--- src/rtl/tun_pkg.sv ---
// Shared types, widths and the datapath step function for the triangle unit normal block.
`timescale 1ns / 1ps
package tun_pkg;

  localparam int CW      = 24;   // vertex coordinate, Q12.12
  localparam int EW      = 25;   // edge component
  localparam int PW      = 50;   // edge product
  localparam int NW      = 51;   // cross product component
  localparam int MW      = 24;   // prescaled magnitude
  localparam int KW      = 5;    // prescale shift amount
  localparam int SQW     = 64;   // isqrt working width
  localparam int LW      = 32;   // root width
  localparam int SQ_STG  = 16;   // isqrt stages, two iterations each
  localparam int NUMW    = 48;   // divider numerator / remainder width
  localparam int DENW    = 33;   // divider denominator width
  localparam int QW      = 15;   // quotient bits
  localparam int DV_STG  = 8;    // divider stages, two quotient bits each, one in the last
  localparam int OW      = 16;   // output component, Q1.14
  localparam int NORM_ONE = 16384;
  // valid chain: 9 front stages, isqrt, num/den stage, divider
  localparam int LAT     = 9 + SQ_STG + 1 + DV_STG;

  typedef struct packed {
    logic signed [CW-1:0] apex_x;
    logic signed [CW-1:0] apex_y;
    logic signed [CW-1:0] apex_z;
    logic signed [CW-1:0] first_x;
    logic signed [CW-1:0] first_y;
    logic signed [CW-1:0] first_z;
    logic signed [CW-1:0] second_x;
    logic signed [CW-1:0] second_y;
    logic signed [CW-1:0] second_z;
  } in_t;

  typedef struct packed {
    logic signed [OW-1:0] normal_x;
    logic signed [OW-1:0] normal_y;
    logic signed [OW-1:0] normal_z;
    logic                 degenerate;
  } out_t;

  typedef struct packed {
    logic [SQW-1:0] x;
    logic [SQW-1:0] res;
  } sq_t;

  // one iteration of the bit-pair square root recurrence
  function automatic sq_t sq_step(sq_t s, int unsigned it);
    logic [SQW-1:0] bit_v;
    logic [SQW-1:0] trial;
    sq_t            o;
    bit_v = SQW'(1) << (62 - 2 * it);
    trial = s.res + bit_v;
    if (s.x >= trial) begin
      o.x   = s.x - trial;
      o.res = (s.res >> 1) + bit_v;
    end else begin
      o.x   = s.x;
      o.res = s.res >> 1;
    end
    return o;
  endfunction

endpackage

--- src/rtl/tun_isqrt.sv ---
// Pipelined integer square root, two result bits per stage.
`timescale 1ns / 1ps
module tun_isqrt (
  input  logic                    clk,
  input  logic                    en,
  input  logic [tun_pkg::SQW-1:0] x_in,
  output logic [tun_pkg::LW-1:0]  root
);

  tun_pkg::sq_t st_r [tun_pkg::SQ_STG];

  for (genvar s = 0; s < tun_pkg::SQ_STG; s++) begin : g_stg
    tun_pkg::sq_t st_in;
    tun_pkg::sq_t st_nxt;
    if (s == 0) begin : g_head
      assign st_in = '{x: x_in, res: '0};
    end else begin : g_body
      assign st_in = st_r[s-1];
    end
    always_comb begin
      tun_pkg::sq_t a;
      a      = tun_pkg::sq_step(st_in, 2 * s);
      st_nxt = tun_pkg::sq_step(a, 2 * s + 1);
    end
    always_ff @(posedge clk) begin
      if (en) begin
        st_r[s] <= st_nxt;
      end
    end
  end

  assign root = st_r[tun_pkg::SQ_STG-1].res[tun_pkg::LW-1:0];

endmodule

--- config.mk ---
export PLATFORM = sky130hd
export DESIGN_NAME = tun_isqrt
export DESIGN_NICKNAME = d
export VERILOG_FILES = /design/src/rtl/tun_pkg.sv /design/src/rtl/tun_isqrt.sv
export SDC_FILE = /design/constraint.sdc
export NUM_CORES = 2
export LEC_CHECK = 0
export BUFFER_PORTS_ARGS = -buffer_cell sky130_fd_sc_hd__clkbuf_2
export CAP_MARGIN = 20
export CORE_MARGIN = 2
export CORE_UTILIZATION = 45
export DETAILED_ROUTE_END_ITERATION = 8
export PLACE_DENSITY = 0.57
export SKIP_LAST_GASP = 1
export SYNTH_ARGS = -nofsm -noshare
export SYNTH_HDL_FRONTEND = slang
export SYNTH_SLANG_ARGS = --single-unit
--- constraint.sdc ---
create_clock -name clk -period 7.7 [get_ports clk]
set_input_delay 0.385 -clock clk [delete_from_list [all_inputs] [get_ports clk]]
set_output_delay 0.385 -clock clk [all_outputs]
set_load 0.02 [all_outputs]
=== Word level (Yosys, flattened, before mapping) ===
Memory sizes are Yosys's and may differ from the RTL's.
Cells that the tools add are included.

* Register bits after elaboration: 0
* Bits in latches: 0
* RAM bits: 2,048
* ROM bits: 0
* Input port bits: 66
* Output and inout bits: 32
* Word-level logic and storage cells: 161
* Memories: 1

{| class="wikitable"
|+ Memories
! memory !! words !! bits a word !! rd ports !! clocked after memory_dff !! wr ports !! RTL line !! source
|-
| st_r || 16 || 128 || 16 || 0 || 16 || tun_isqrt.sv:10 || <nowiki>tun_pkg::sq_t st_r [tun_pkg::SQ_STG];</nowiki>
|}

* $add $sub $neg: 94
* Multiply operators: 0
* Divide/modulo/power cells: 0
* Order comparisons: 32
* Equality and inequality tests: 0
* Shift operators: 0
* Muxes and demuxes: 34
* Bitwise gates (word level): 0
* Reduce and logical (&&, ||, !) cells: 0

{| class="wikitable"
|+ Operator list
! cell !! number
|-
| two-way mux 128 bit || 32
|-
| greater-or-equal comparator 64 bit || 31
|-
| subtractor 64 bit || 31
|-
| adder 63 x 1 -> 64 bit, second input constant || 1
|-
| adder 63 x 11 -> 64 bit, second input constant || 1
|-
| adder 63 x 13 -> 64 bit, second input constant || 1
|-
| adder 63 x 15 -> 64 bit, second input constant || 1
|-
| adder 63 x 17 -> 64 bit, second input constant || 1
|-
| adder 63 x 19 -> 64 bit, second input constant || 1
|-
| adder 63 x 21 -> 64 bit, second input constant || 1
|-
| adder 63 x 23 -> 64 bit, second input constant || 1
|-
| adder 63 x 25 -> 64 bit, second input constant || 1
|-
| adder 63 x 27 -> 64 bit, second input constant || 1
|-
| adder 63 x 29 -> 64 bit, second input constant || 1
|-
| adder 63 x 3 -> 64 bit, second input constant || 1
|-
| adder 63 x 31 -> 64 bit, second input constant || 1
|-
| adder 63 x 33 -> 64 bit, second input constant || 1
|-
| adder 63 x 35 -> 64 bit, second input constant || 1
|-
| adder 63 x 37 -> 64 bit, second input constant || 1
|-
| adder 63 x 39 -> 64 bit, second input constant || 1
|-
| adder 63 x 41 -> 64 bit, second input constant || 1
|-
| adder 63 x 43 -> 64 bit, second input constant || 1
|-
| adder 63 x 45 -> 64 bit, second input constant || 1
|-
| adder 63 x 47 -> 64 bit, second input constant || 1
|-
| other kinds (44) || 45
|}

=== Depth between registers and ports, before layout ===
An unclocked memory read counts as a cell.

* Word-level depth: 7
* Mapped depth: 34

=== Worst setup path after synthesis ===
Ideal clock, no wire load.

* Kind: register to register
* Start point: memory st_r[6][101] (netlist name)
* End point: memory st_r[6][239] (netlist name), data pin
* Arrival: 6.005 ns
* Required time: 7.439 ns
* Slack: 1.434 ns
* Cell stages (with the launch flop): 26
* Cell sequence: edfxtp_1 ha_1 buf_2 nor4bb_1 nand4b_1 a211o_1 nand3_1 clkbuf_1 buf_1 clkbuf_1 nor2_1 nor2_1 ha_1 and3_1 and3_1 a311oi_1 and3_1 a21oi_1 a41o_1 a311o_1 a21oi_1 o21ai_1 a221oi_1 o211ai_1 nor3_1 xnor2_1

{| class="wikitable"
|+ RTL lines
! element !! RTL line
|-
| from (decl) || tun_isqrt.sv:10
|}

==> key figures <==
STA
  • Final setup violation count: 0
  • Tmin final: 7.398 ns
  • RSZ-0062 raised after global routing: yes
  • Tcrit/Tclk final: 96.07%
  • Fin. max-slew vios: 0
  • Fmax: 135.2 MHz
  • Rel. slew slack: 19.78%
  • Endpoints failing hold: 0
  • Worst Tran Pin Value: 1.193 ns
  • Skew final: 0.07113 ns

Layout
  • Biggest register: st_r
  • Fill cell count: 16998
  • Layout cells sized above 1: 7.546%
  • Biggest regs: st_r (1232)
  • NumNets Final: 9387
  • Final non-filler cell total: 11347
  • P&R area growth vs syn: 10.74%
  • Max reg flops: 1232

Detailed routing
  • Detail Route Antenna Nets: 0
  • Starting DRT DRC Count: 5057
  • Vias per cell: 5.860
  • Routed wire per std cell: 21.55 um
  • Routed vias: 66494
  • Total Routed Length: 244.6 mm
  • Remaining DRCs: 0
  • Drt first pass iters: 6

Global routing
  • GR Overflow Total: 0
  • First-pass GRT wire length: 375.4 mm
  • Initial antenna violation count: 3
  • Largest net degree at the start of global routing: 157
  • Vias in the first global route: 64392
  • Global Route Usage Sum: 24.89%

Clock tree
  • CTS tree: yes
  • Inserted Clock Buffers: 145
  • Number of setup buffers added after CTS: 0
  • Longest Clk Path Bufs: 3
  • H-tree levels: 4
  • CTS sink cnt: 1232
  • Worst-Skew Late Latency: 0.82 ns
  • Root buf cell: clkbuf_16
  • Clock Pin Slew Worst Setup and Hold Paths: 0.06 ns

Synth
  • Flops & latches, synth: 1232
  • Post-synth EDFFs: 1232
  • Mapped Cells: 8578
  • Post-synthesis cell area: 84430 um2
  • Sequential-to-total area share from yosys stat: 43.82%
  • Synth warn: 0
  • Post-synth cell types: 115
  • Mean post-synth cell area: 9.843 um2
  • Async set-or-reset flop fraction in the synthesized netlist: 0%
  • Main synth FF type: edfxtp_1
  • Synth area leader: edfxtp_1
  • Area share of the largest cell type after synthesis: 43.82%
  • Synth top area cells: edfxtp_1 (44%), ha_1 (8.5%), xnor2_1 (5.2%)
  • Mapped Nets: 9217

Power
  • Int Pwr: 19.32 mW
  • Maximum vdd drop: 0.2690 mV
  • Power density cells: 346.1 nW/um2
  • Gate power share: 46.6%
  • Net Sw Frac: 40.29%
  • Reg power frac: 31.5%
  • Total power: 32.36 mW
  • Leakage: 35.97 nW
  • Clk pwr share: 21.9%
  • Sw Pwr: 13.04 mW

Worst setup path
  • Reg2reg start: st_r[5][41]$_DFFE_PP_
  • R2R depth: 22
  • WS Path Type: flop to flop
  • Critical Path RT: 8.30 ns
  • CP startpoint: st_r[5][41]$_DFFE_PP_
  • Worst Path Max Fanout: 14
  • Type of origin of the critical path: flop
  • Slowest stage delay, CP: 0.68 ns
  • Worst path slowest cell: edfxtp_1
  • Levels on crit path: 22
  • Arr. time, crit path: 8.00 ns
  • CP Buf/Inv Count: 2
  • CP top delay family: simple AND/OR/NAND/NOR gates
  • Crit-path cells: inv_1, ha_1, nand4bb_1, nor3_2, nand4_1, nand3_1, a211o_1, buf_4, mux2i_1, ha_1, a21o_1, a21o_1, a21oi_1, o21ai_0, nand2b_1, o21ai_0, o21a_1, o31ai_1, or3_1, nor4b_2, nand3_1, xnor2_1
  • Critical Path Sink Type: flop

Die
  • Starting Density: 45.39%
  • Core box area: 186000 um2
  • Row cnt: 158
  • Die outline width: 437.2 um
  • Num ports: 98
  • Die outline height: 437.2 um
  • Die ar.: 191100 um2

Status
  • Outcome: complete, no violations

Worst hold path
  • Worst min-delay path category: primary input to flop
  • WHS Path Cells: 1
  • Min-Delay Startpoint: en

Placement
  • IO Port Bufs: 97
  • GPL Wtd Cong: 0.9218
  • Dpl cells: 11018
  • DPL Wire Length: 192.9 mm

Flow run
  • MaxCap Viol Count: 0
## worst reg2reg max path, stage by stage (launching register included)
cell,delay [ns]
edfxtp_1,0.68
inv_1,0.17
ha_1,0.64
nand4bb_1,0.25
nor3_2,0.43
nand4_1,0.27
nand3_1,0.19
a211o_1,0.14
buf_4,0.29
mux2i_1,0.29
ha_1,0.39
a21o_1,0.25
a21o_1,0.17
a21oi_1,0.15
o21ai_0,0.19
nand2b_1,0.19
o21ai_0,0.51
o21a_1,0.29
o31ai_1,0.09
or3_1,0.40
nor4b_2,0.66
nand3_1,0.21
xnor2_1,0.35
## metal layers
layer / track usage [%] / part of all wire (%) / vias up
met5: 0 / 0 / -
met4: 7.825 / 3.1 / 0
met3: 3.068 / 4.7 / 369
met2: 42.06 / 48 / 1808
met1: 33.21 / 44 / 31896
li1: - / - / 32421
## power by group through the flow
stage               logic, mW  registers [mW]  clock network (mW)
global route             16.7            10.3                7.52
floorplan                11.4            9.76                   0
detailed placement       14.8            10.3                   0
global placement         14.8            10.3                   0
CTS                      15.0            10.2                7.27
finish                   15.1            10.2                7.09
## timing repair
action / CTS / global route
setup endpoints to repair: 0 / 20
gates resized for setup: 0 / 4
hold buffers: 62 / 0
endpoints found under the hold margin: 62 / 0
## metrics by stage
stage / setup WS (ns) / util (%) / hold WS [ns] / TNS (ns) / instance area [um2]
finish: 0.3023 / 50.26 / 0.08526 / 0 / 93500
global route: -0.08619 / 50.26 / 0.08619 / -0.08619 / 93500
CTS: 0.2242 / 50.25 / 0.04222 / 0 / 93480
detailed placement: 0.2558 / 47.26 / 0.4318 / 0 / 87920
global placement: 0.3337 / 47.26 / 0.4305 / 0 / 87920
floorplan: 1.434 / - / 0.4169 / 0 / 84430
## cells in the mapped netlist, drive strengths merged, types with 81 or more instances
cell type,number
nand2,678
clkbuf,169
xnor2,503
nor2b,81
or3,112
edfxtp,1232
inv,485
nand3,224
xor2,335
a21oi,706
nor2,715
a21o,272
ha,573
nand2b,81
o21ai,425
o21bai,83
nand4,199
nor4,223
mux2,98
nor3,203
## cell families (layout without fill, tap and decap cells)
| group | after synthesis | count (layout) | synth area share [%] |
|---|---|---|---|
| multiplexers | 129 | 129 | 1.715 |
| buffers and inverters | 731 | 1019 | 3.411 |
| AO/OA/AOI/OAI | 2091 | 2091 | 15.67 |
| XOR/XNOR | 838 | 838 | 8.720 |
| AND/OR/NAND/NOR | 2984 | 2984 | 18.18 |
| other | 0 | 1 | 0 |
| flip-flops | 1232 | 1232 | 43.82 |
| adder cells (fa/ha/maj) | 573 | 573 | 8.491 |
## cell usage in the layout, fill, tap and decap left out, types with 111 or more instances in the layout
cell type	Yosys	routed
nor3_1	198	197
clkbuf_16	0	147
or3_1	111	111
nand4_1	198	198
nor2_1	713	712
xor2_1	333	333
inv_1	477	477
a21oi_1	705	705
ha_1	573	573
o21ai_0	412	412
xnor2_1	502	502
nand3_1	223	221
edfxtp_1	1232	1232
nand2_1	678	678
a21o_1	272	272
nor4_1	216	216
## layout make-up
| type | instances | area (um2) | area share [%] |
|---|---|---|---|
| Antenna cell | 1 | 2.502 | 0.002676 |
| Sequential cell | 1232 | 37000 | 39.57 |
| Inverter | 490 | 1846 | 1.974 |
| Tap cell | 2480 | 3103 | 3.319 |
| Multi-Input combinational cell | 6615 | 44600 | 47.70 |
| Timing Repair Buffer | 264 | 2017 | 2.157 |
| Clock inverter | 99 | 1189 | 1.271 |
| Clock buffer | 166 | 3750 | 4.010 |
## worst paths after layout
path,endpoint,slack (ns)
worst min-delay path,st_r[3][126]$_DFFE_PP_,0.09
worst max register to register,st_r[5][250]$_DFFE_PP_,0.30
worst max-delay path,st_r[5][250]$_DFFE_PP_,0.30
worst min register to register,st_r[7][22]$_DFFE_PP_,0.42
(Power assumes the default switching activity.)
