[config.mk]
export PLATFORM = sky130hd
export DESIGN_NAME = tun_div
export DESIGN_NICKNAME = d
export VERILOG_FILES = /design/src/rtl/tun_pkg.sv /design/src/rtl/tun_div.sv
export SDC_FILE = /design/constraint.sdc
export NUM_CORES = 2
export LEC_CHECK = 0
export BUFFER_PORTS_ARGS = -buffer_cell sky130_fd_sc_hd__buf_4
export CAP_MARGIN = 20
export CORE_MARGIN = 2
export CORE_UTILIZATION = 45
export CTS_CLUSTER_SIZE = 25
export DETAILED_ROUTE_END_ITERATION = 10
export PLACE_DENSITY = 0.63
export SYNTH_ARGS = -nofsm -noshare
export SYNTH_HDL_FRONTEND = slang
export SYNTH_SLANG_ARGS = --single-unit
[constraint.sdc]
create_clock -name clk -period 9.2 [get_ports clk]
set_input_delay 0 -clock clk [delete_from_list [all_inputs] [get_ports clk]]
set_output_delay 0 -clock clk [all_outputs]
set_load 0.03 [all_outputs]
[src/rtl/tun_pkg.sv]
// Shared types, widths and the datapath step function for the triangle unit normal block.
`timescale 1ns / 1ps
package tun_pkg;

  localparam int CW      = 24;   // vertex coordinate, Q12.12
  localparam int EW      = 25;   // edge component
  localparam int PW      = 50;   // edge product
  localparam int NW      = 51;   // cross product component
  localparam int MW      = 24;   // prescaled magnitude
  localparam int KW      = 5;    // prescale shift amount
  localparam int SQW     = 64;   // isqrt working width
  localparam int LW      = 32;   // root width
  localparam int SQ_STG  = 16;   // isqrt stages, two iterations each
  localparam int NUMW    = 48;   // divider numerator / remainder width
  localparam int DENW    = 33;   // divider denominator width
  localparam int QW      = 15;   // quotient bits
  localparam int DV_STG  = 8;    // divider stages, two quotient bits each, one in the last
  localparam int OW      = 16;   // output component, Q1.14
  localparam int NORM_ONE = 16384;
  // valid chain: 9 front stages, isqrt, num/den stage, divider
  localparam int LAT     = 9 + SQ_STG + 1 + DV_STG;

  typedef struct packed {
    logic signed [CW-1:0] apex_x;
    logic signed [CW-1:0] apex_y;
    logic signed [CW-1:0] apex_z;
    logic signed [CW-1:0] first_x;
    logic signed [CW-1:0] first_y;
    logic signed [CW-1:0] first_z;
    logic signed [CW-1:0] second_x;
    logic signed [CW-1:0] second_y;
    logic signed [CW-1:0] second_z;
  } in_t;

  typedef struct packed {
    logic signed [OW-1:0] normal_x;
    logic signed [OW-1:0] normal_y;
    logic signed [OW-1:0] normal_z;
    logic                 degenerate;
  } out_t;

  typedef struct packed {
    logic [SQW-1:0] x;
    logic [SQW-1:0] res;
  } sq_t;

  // one iteration of the bit-pair square root recurrence
  function automatic sq_t sq_step(sq_t s, int unsigned it);
    logic [SQW-1:0] bit_v;
    logic [SQW-1:0] trial;
    sq_t            o;
    bit_v = SQW'(1) << (62 - 2 * it);
    trial = s.res + bit_v;
    if (s.x >= trial) begin
      o.x   = s.x - trial;
      o.res = (s.res >> 1) + bit_v;
    end else begin
      o.x   = s.x;
      o.res = s.res >> 1;
    end
    return o;
  endfunction

endpackage

[src/rtl/tun_div.sv]
// Pipelined restoring divider, two quotient bits per stage (one in the last stage when QW is odd).
`timescale 1ns / 1ps
module tun_div (
  input  logic                     clk,
  input  logic                     en,
  input  logic [tun_pkg::NUMW-1:0] num,
  input  logic [tun_pkg::DENW-1:0] den,
  output logic [tun_pkg::QW-1:0]   quo
);

  logic [tun_pkg::NUMW-1:0] rem_r [tun_pkg::DV_STG];
  logic [tun_pkg::DENW-1:0] den_r [tun_pkg::DV_STG];
  logic [tun_pkg::QW-1:0]   quo_r [tun_pkg::DV_STG];

  for (genvar s = 0; s < tun_pkg::DV_STG; s++) begin : g_stg
    logic [tun_pkg::NUMW-1:0] rem_in;
    logic [tun_pkg::QW-1:0]   quo_in;
    logic [tun_pkg::NUMW-1:0] rem_nxt;
    logic [tun_pkg::QW-1:0]   quo_nxt;
    logic [tun_pkg::DENW-1:0] den_cur;
    if (s == 0) begin : g_head
      assign rem_in  = num;
      assign quo_in  = '0;
      assign den_cur = den;
    end else begin : g_body
      assign rem_in  = rem_r[s-1];
      assign quo_in  = quo_r[s-1];
      assign den_cur = den_r[s-1];
    end
    always_comb begin
      logic [tun_pkg::NUMW-1:0] sub;
      rem_nxt = rem_in;
      quo_nxt = quo_in;
      sub     = '0;
      for (int u = 0; u < 2; u++) begin
        if (2 * s + u < tun_pkg::QW) begin
          sub = tun_pkg::NUMW'(den_cur) << (tun_pkg::QW - 1 - (2 * s + u));
          if (rem_nxt >= sub) begin
            rem_nxt = rem_nxt - sub;
            quo_nxt[tun_pkg::QW - 1 - (2 * s + u)] = 1'b1;
          end
        end
      end
    end
    always_ff @(posedge clk) begin
      if (en) begin
        rem_r[s] <= rem_nxt;
        quo_r[s] <= quo_nxt;
        den_r[s] <= den_cur;
      end
    end
  end

  assign quo = quo_r[tun_pkg::DV_STG-1];

endmodule

## Yosys cells after proc, flatten, opt, wreduce, memory -nomap -nowiden

Memories as Yosys holds them, arrays and structs flattened.
Index checks and enable logic that the tools add are counted.

- Bits in registers: 0
- Bits in latches: 0
- RAM bits: 768
- ROM bits: 0
- Input bits: 83
- Word-level logic and storage cells: 65
- Memories: 3

- $add $sub $neg: 15
- Multipliers: 0
- Div/mod/pow operators: 0
- Order comparisons: 15
- Equal/unequal tests: 0
- Shift operators: 0
- Multiplexer cells: 32
- Bitwise logic cells: 0
- Reduce and logical (&&, ||, !) cells: 0

Memory list:

| memory | depth | bits a word | rd ports | clocked after memory_dff | wr ports | line | text |
|---|---|---|---|---|---|---|---|
| rem_r | 8 | 48 | 7 | 0 | 8 | tun_div.sv:11 | `logic [tun_pkg::NUMW-1:0] rem_r [tun_pkg::DV_STG];` |
| den_r | 8 | 33 | 7 | 0 | 8 | tun_div.sv:12 | `logic [tun_pkg::DENW-1:0] den_r [tun_pkg::DV_STG];` |
| quo_r | 8 | 15 | 8 | 0 | 8 | tun_div.sv:13 | `logic [tun_pkg::QW-1:0] quo_r [tun_pkg::DV_STG];` |

Operator list:

| kind | number |
|---|---|
| $mux 48 | 15 |
| $ge 48x33->1 | 1 |
| $ge 48x34->1 | 1 |
| $ge 48x35->1 | 1 |
| $ge 48x36->1 | 1 |
| $ge 48x37->1 | 1 |
| $ge 48x38->1 | 1 |
| $ge 48x39->1 | 1 |
| $ge 48x40->1 | 1 |
| $ge 48x41->1 | 1 |
| $ge 48x42->1 | 1 |
| $ge 48x43->1 | 1 |
| $ge 48x44->1 | 1 |
| $ge 48x45->1 | 1 |
| $ge 48x46->1 | 1 |
| $ge 48x47->1 | 1 |
| $sub 48x33->48 | 1 |
| $sub 48x34->48 | 1 |
| $sub 48x35->48 | 1 |
| $sub 48x36->48 | 1 |
| $sub 48x37->48 | 1 |
| $sub 48x38->48 | 1 |
| $sub 48x39->48 | 1 |
| $sub 48x40->48 | 1 |
| other kinds (8) | 24 |

## Depth between registers and ports, before layout

An unclocked memory read counts as a cell.

- Word-level depth: 5
- Gate-level depth with buffers: 32
- Gate-level depth less buffers: 29

## Worst setup path before layout

OpenSTA, ideal clock, no wires.

- Path type: flip-flop to flip-flop
- From: mem rem_r[1][10] in the netlist's numbering
- To: mem rem_r[2][11] in the netlist's numbering (data pin)
- Library setup time: 270 ps
- Arrival: 6,785 ps
- Data required time: 8,930 ps
- Slack: 2,145 ps
- Cell stages (with the launch flop): 32
- Period minus slack after synthesis: 7,055 ps
- Path through: edfxtp_1 > inv_1 > ha_1 > inv_1 > fa_1 > a21o_1 > a221o_1 > a31oi_1 > o21ai_1 > a21oi_1 > o21ai_1 > a211oi_2 > clkbuf_1 > nor2_1 > a21oi_1 > inv_1 > ha_1 > nor2b_1 > o21ai_0 > a21oi_1 > o311ai_0 > a31oi_1 > o41ai_1 > o21ai_0 > a21oi_1 > o21bai_1 > a211o_1 > a2111o_1 > buf_2 > clkbuf_1 > nor2_1 > a21oi_1

RTL lines:

| what | line |
|---|---|
| start: declaration | tun_div.sv:11 |

==> flow_metrics.env <==
export IMPL_rrSetupSlack_ns=0.89
export IMPL_slew_headroom_pct=36.5
export IMPL_cap_violations=0
export IMPL_cts_tree="done"
export IMPL_worst_endpoint_arrival_ns=8.72
export IMPL_p_leak_nw=23.9
export IMPL_insertion_delay_ns=0.68
export IMPL_clk_path_buf_depth=3
export IMPL_worstPathRequired_ns=9.61
export IMPL_pre_cts_ws_ns=1.03
export IMPL_p_int_mw=14.2
export IMPL_die_w_um=344
export IMPL_tightest_slew_ns=0.943
export IMPL_yosysSeqAreaShare_pct=36.7
export IMPL_cts_hold_buf=81
export IMPL_fin_tns_setup_ns=0
export IMPL_globalplace_congestion=0.966
export IMPL_async_flop_share_pct=0
export IMPL_slowest_delay_ns=0.65
export IMPL_hpwl_um=107000
export IMPL_period_minus_slack_ns=8.31
export IMPL_crit_type="reg2reg"
export IMPL_grt_overflow=0
export IMPL_start_util_pct=45.5
export IMPL_synthFlopType="edfxtp_1"
export IMPL_slew_viol_final=0
export IMPL_core_um2=115000
export IMPL_setup_viol=0
export IMPL_syn_area_per_cell_um2=9.55
export IMPL_p_sw_share_pct=43.8
export IMPL_io_pins=98
export IMPL_final_setup_skew_ns=0.0300
export IMPL_status="completed"
export IMPL_die_h_um=344
export IMPL_hold_path_depth=2
export IMPL_netlist_area_um2=52100
export IMPL_hp_start="num[0]"
export IMPL_cp_max_fo=65
export IMPL_antenna_found_initial=0
export IMPL_irDropWorstVdd_mv=0.172
export IMPL_layout_cells_most_common_list="edfxtp_1 (638), a21oi_1 (519), ha_1 (495)"
export IMPL_grtUsageTotal_pct=22.2
export IMPL_path_buf_inv=3
export IMPL_clock_sinks=638
export IMPL_synthToLayoutAreaGrowth_pct=11.0
export IMPL_rsz0062_at_grt="false"
export IMPL_seqPwrFrac_pct=20.8
export IMPL_first_pass_iters=7
export IMPL_clock_fmax_mhz=120
export IMPL_numCtsBuffers=75
export IMPL_finalHoldViolCount=0
export IMPL_drc=0
export IMPL_slowest_stage="o21ai_4"
export IMPL_dpl_cell_area_um2=54600
export IMPL_worst_slack_ns=0.888
export IMPL_die_area_um2=119000
export IMPL_endpoint_kind="flip-flop"
export IMPL_path_delay_family="compound AO/OA/AOI/OAI gates"
export IMPL_final_common_cell="edfxtp_1"
export IMPL_io_buffers=97
export IMPL_final_nets=6229
export IMPL_num_rows=124
export IMPL_grt_max_degree=166
export IMPL_r2r_end="rem_r[4][9]"
export IMPL_grt_pass1_wl_um=210000
export IMPL_final_area_um2=57900
export IMPL_wire_per_inst_um=18.4
export IMPL_comb_power_share_pct=67.6
export IMPL_root_buffer="clkbuf_16"
export IMPL_wl_um=133000
export IMPL_synth_fp_nets=6054
export IMPL_cts_resized=0
export IMPL_drive_above_1_share_pct=9.51
export IMPL_synth_seq_cells=638
export IMPL_drt_initial_drc_count=1985
export IMPL_power_frac_clock_pct=11.6
export IMPL_clk_pin_slew_worst_paths_ns=0.06
export IMPL_synth_edff_count=638
export IMPL_h_tree_depth=3
export IMPL_r2r_start="den_r[3][0]"
export IMPL_powerDensity_nw_per_um2=437
export IMPL_ys_types=109
export IMPL_p_switching_mw=11.1
export IMPL_yosysWarnings=0
export IMPL_insertedDiodeCount=0
export IMPL_post_cts_repair_setup_buffers=0
export IMPL_syn_inst=5462
export IMPL_hold_path_end="rem_r[0][0]"
export IMPL_grt_pass1_vias=40300
export IMPL_ant_nets=0
export IMPL_vias=40500
export IMPL_routed_via_density=5.63
export IMPL_worstRegToRegCells=26
export IMPL_critPathLaunchType="flip-flop"
export IMPL_worst_hold_path_type="in2reg"
export IMPL_finalCritPeriodShare_pct=90.3
==> power by group through the flow <==
stage / clock [mW] / sequential, mW / combinational, mW
5_1_grt: 3.15 / 5.35 / 19.1
3_5_place_dp: 0 / 5.30 / 16.9
3_3_place_gp: 0 / 5.30 / 16.7
6_report: 2.94 / 5.26 / 17.1
4_1_cts: 3.03 / 5.25 / 17.0
2_1_floorplan: 0 / 5.07 / 13.5
==> cells by family after synthesis <==
kind of cell | after synthesis | synth area share, %
XOR/XNOR | 469 | 7.88
AO/OA/AOI/OAI | 1631 | 19.9
AND/OR/NAND/NOR | 1423 | 13.8
multiplexers | 225 | 5.02
adder cells (fa/ha/maj) | 509 | 12.4
flip-flops | 638 | 36.7
buffers and inverters | 567 | 4.26
==> through the flow <==
step	hold WS (ns)	utilization, %	cells	power, mW
2_1_floorplan	0.0989	-	5462	18.6
3_3_place_gp	0.187	47.7	6991	22.0
3_5_place_dp	0.187	47.7	6991	22.2
4_1_cts	0.0165	50.5	7203	25.3
5_1_grt	0.0464	50.5	7203	27.6
6_report	0.0576	50.5	7203	25.3
==> flip-flops by register name, indices dropped and copies added (netlist names) <==
signal	count
den_r	231
quo_r	71
rem_r	336
==> Yosys cell counts, drive strengths merged (13+ instances only) <==
| cell type | number | area share (%) |
|---|---|---|
| nor2 | 356 | 2.6 |
| o21bai | 76 | 1.1 |
| xnor2 | 307 | 5.2 |
| o211ai | 25 | 0.38 |
| and2 | 30 | 0.36 |
| o21a | 72 | 1.0 |
| ha | 495 | 12 |
| nand3b | 18 | 0.26 |
| and3 | 46 | 0.55 |
| a21boi | 25 | 0.37 |
| nand4 | 94 | 1.1 |
| nor2b | 69 | 0.83 |
| edfxtp | 638 | 37 |
| mux2 | 208 | 4.7 |
| a31oi | 53 | 0.65 |
| mux2i | 17 | 0.33 |
| nand2 | 353 | 2.5 |
| a211o | 14 | 0.24 |
| nand2b | 73 | 0.88 |
| a21oi | 519 | 5.0 |
| nand3 | 103 | 1.0 |
| fa | 14 | 0.54 |
| or3 | 36 | 0.44 |
| a21o | 275 | 4.0 |
| or2 | 32 | 0.38 |
| buf | 43 | 0.49 |
| o31ai | 29 | 0.42 |
| nor3 | 91 | 0.90 |
| a211oi | 40 | 0.59 |
| a2111oi | 14 | 0.25 |
| or4 | 13 | 0.19 |
| clkbuf | 91 | 0.66 |
| and4 | 21 | 0.35 |
| nor4 | 43 | 0.55 |
| inv | 433 | 3.1 |
| o21ai | 337 | 3.2 |
| xor2 | 162 | 2.7 |
==> worst max-delay path by stage <==
stage	from	to	slack, ns	depth (start not counted)
finish	den_r[3][0]	rem_r[4][9]	0.89	26
global route	den_r[3][0]	rem_r[4][18]	0.46	28
floorplan	rem_r[1][10]	rem_r[2][11]	2.14	31
global placement	den_r[3][0]	rem_r[4][9]	1.14	26
detailed placement	den_r[3][0]	rem_r[4][15]	1.03	26
CTS	den_r[3][0]	rem_r[4][9]	0.97	26
==> area by class of cell <==
type	count	area (um^2)
clock inverter	48	538
sequential	638	19200
timing repair buffer	232	1980
tap	1512	1890
fill	10500	56800
multi-input combinational	4257	30800
inverter	433	1630
clock buffer	83	1910
==> metal layers <==
layer	part of all wire, %	track usage [%]	up-vias	wire length [um]
met3	2.8	2.13	288	3760
met1	41	24.9	18800	54700
met2	50	41.1	777	66800
met5	0	0	-	0
li1	-	-	20600	-
met4	5.6	12.0	0	7390
Power figures use the tool's default switching activity.
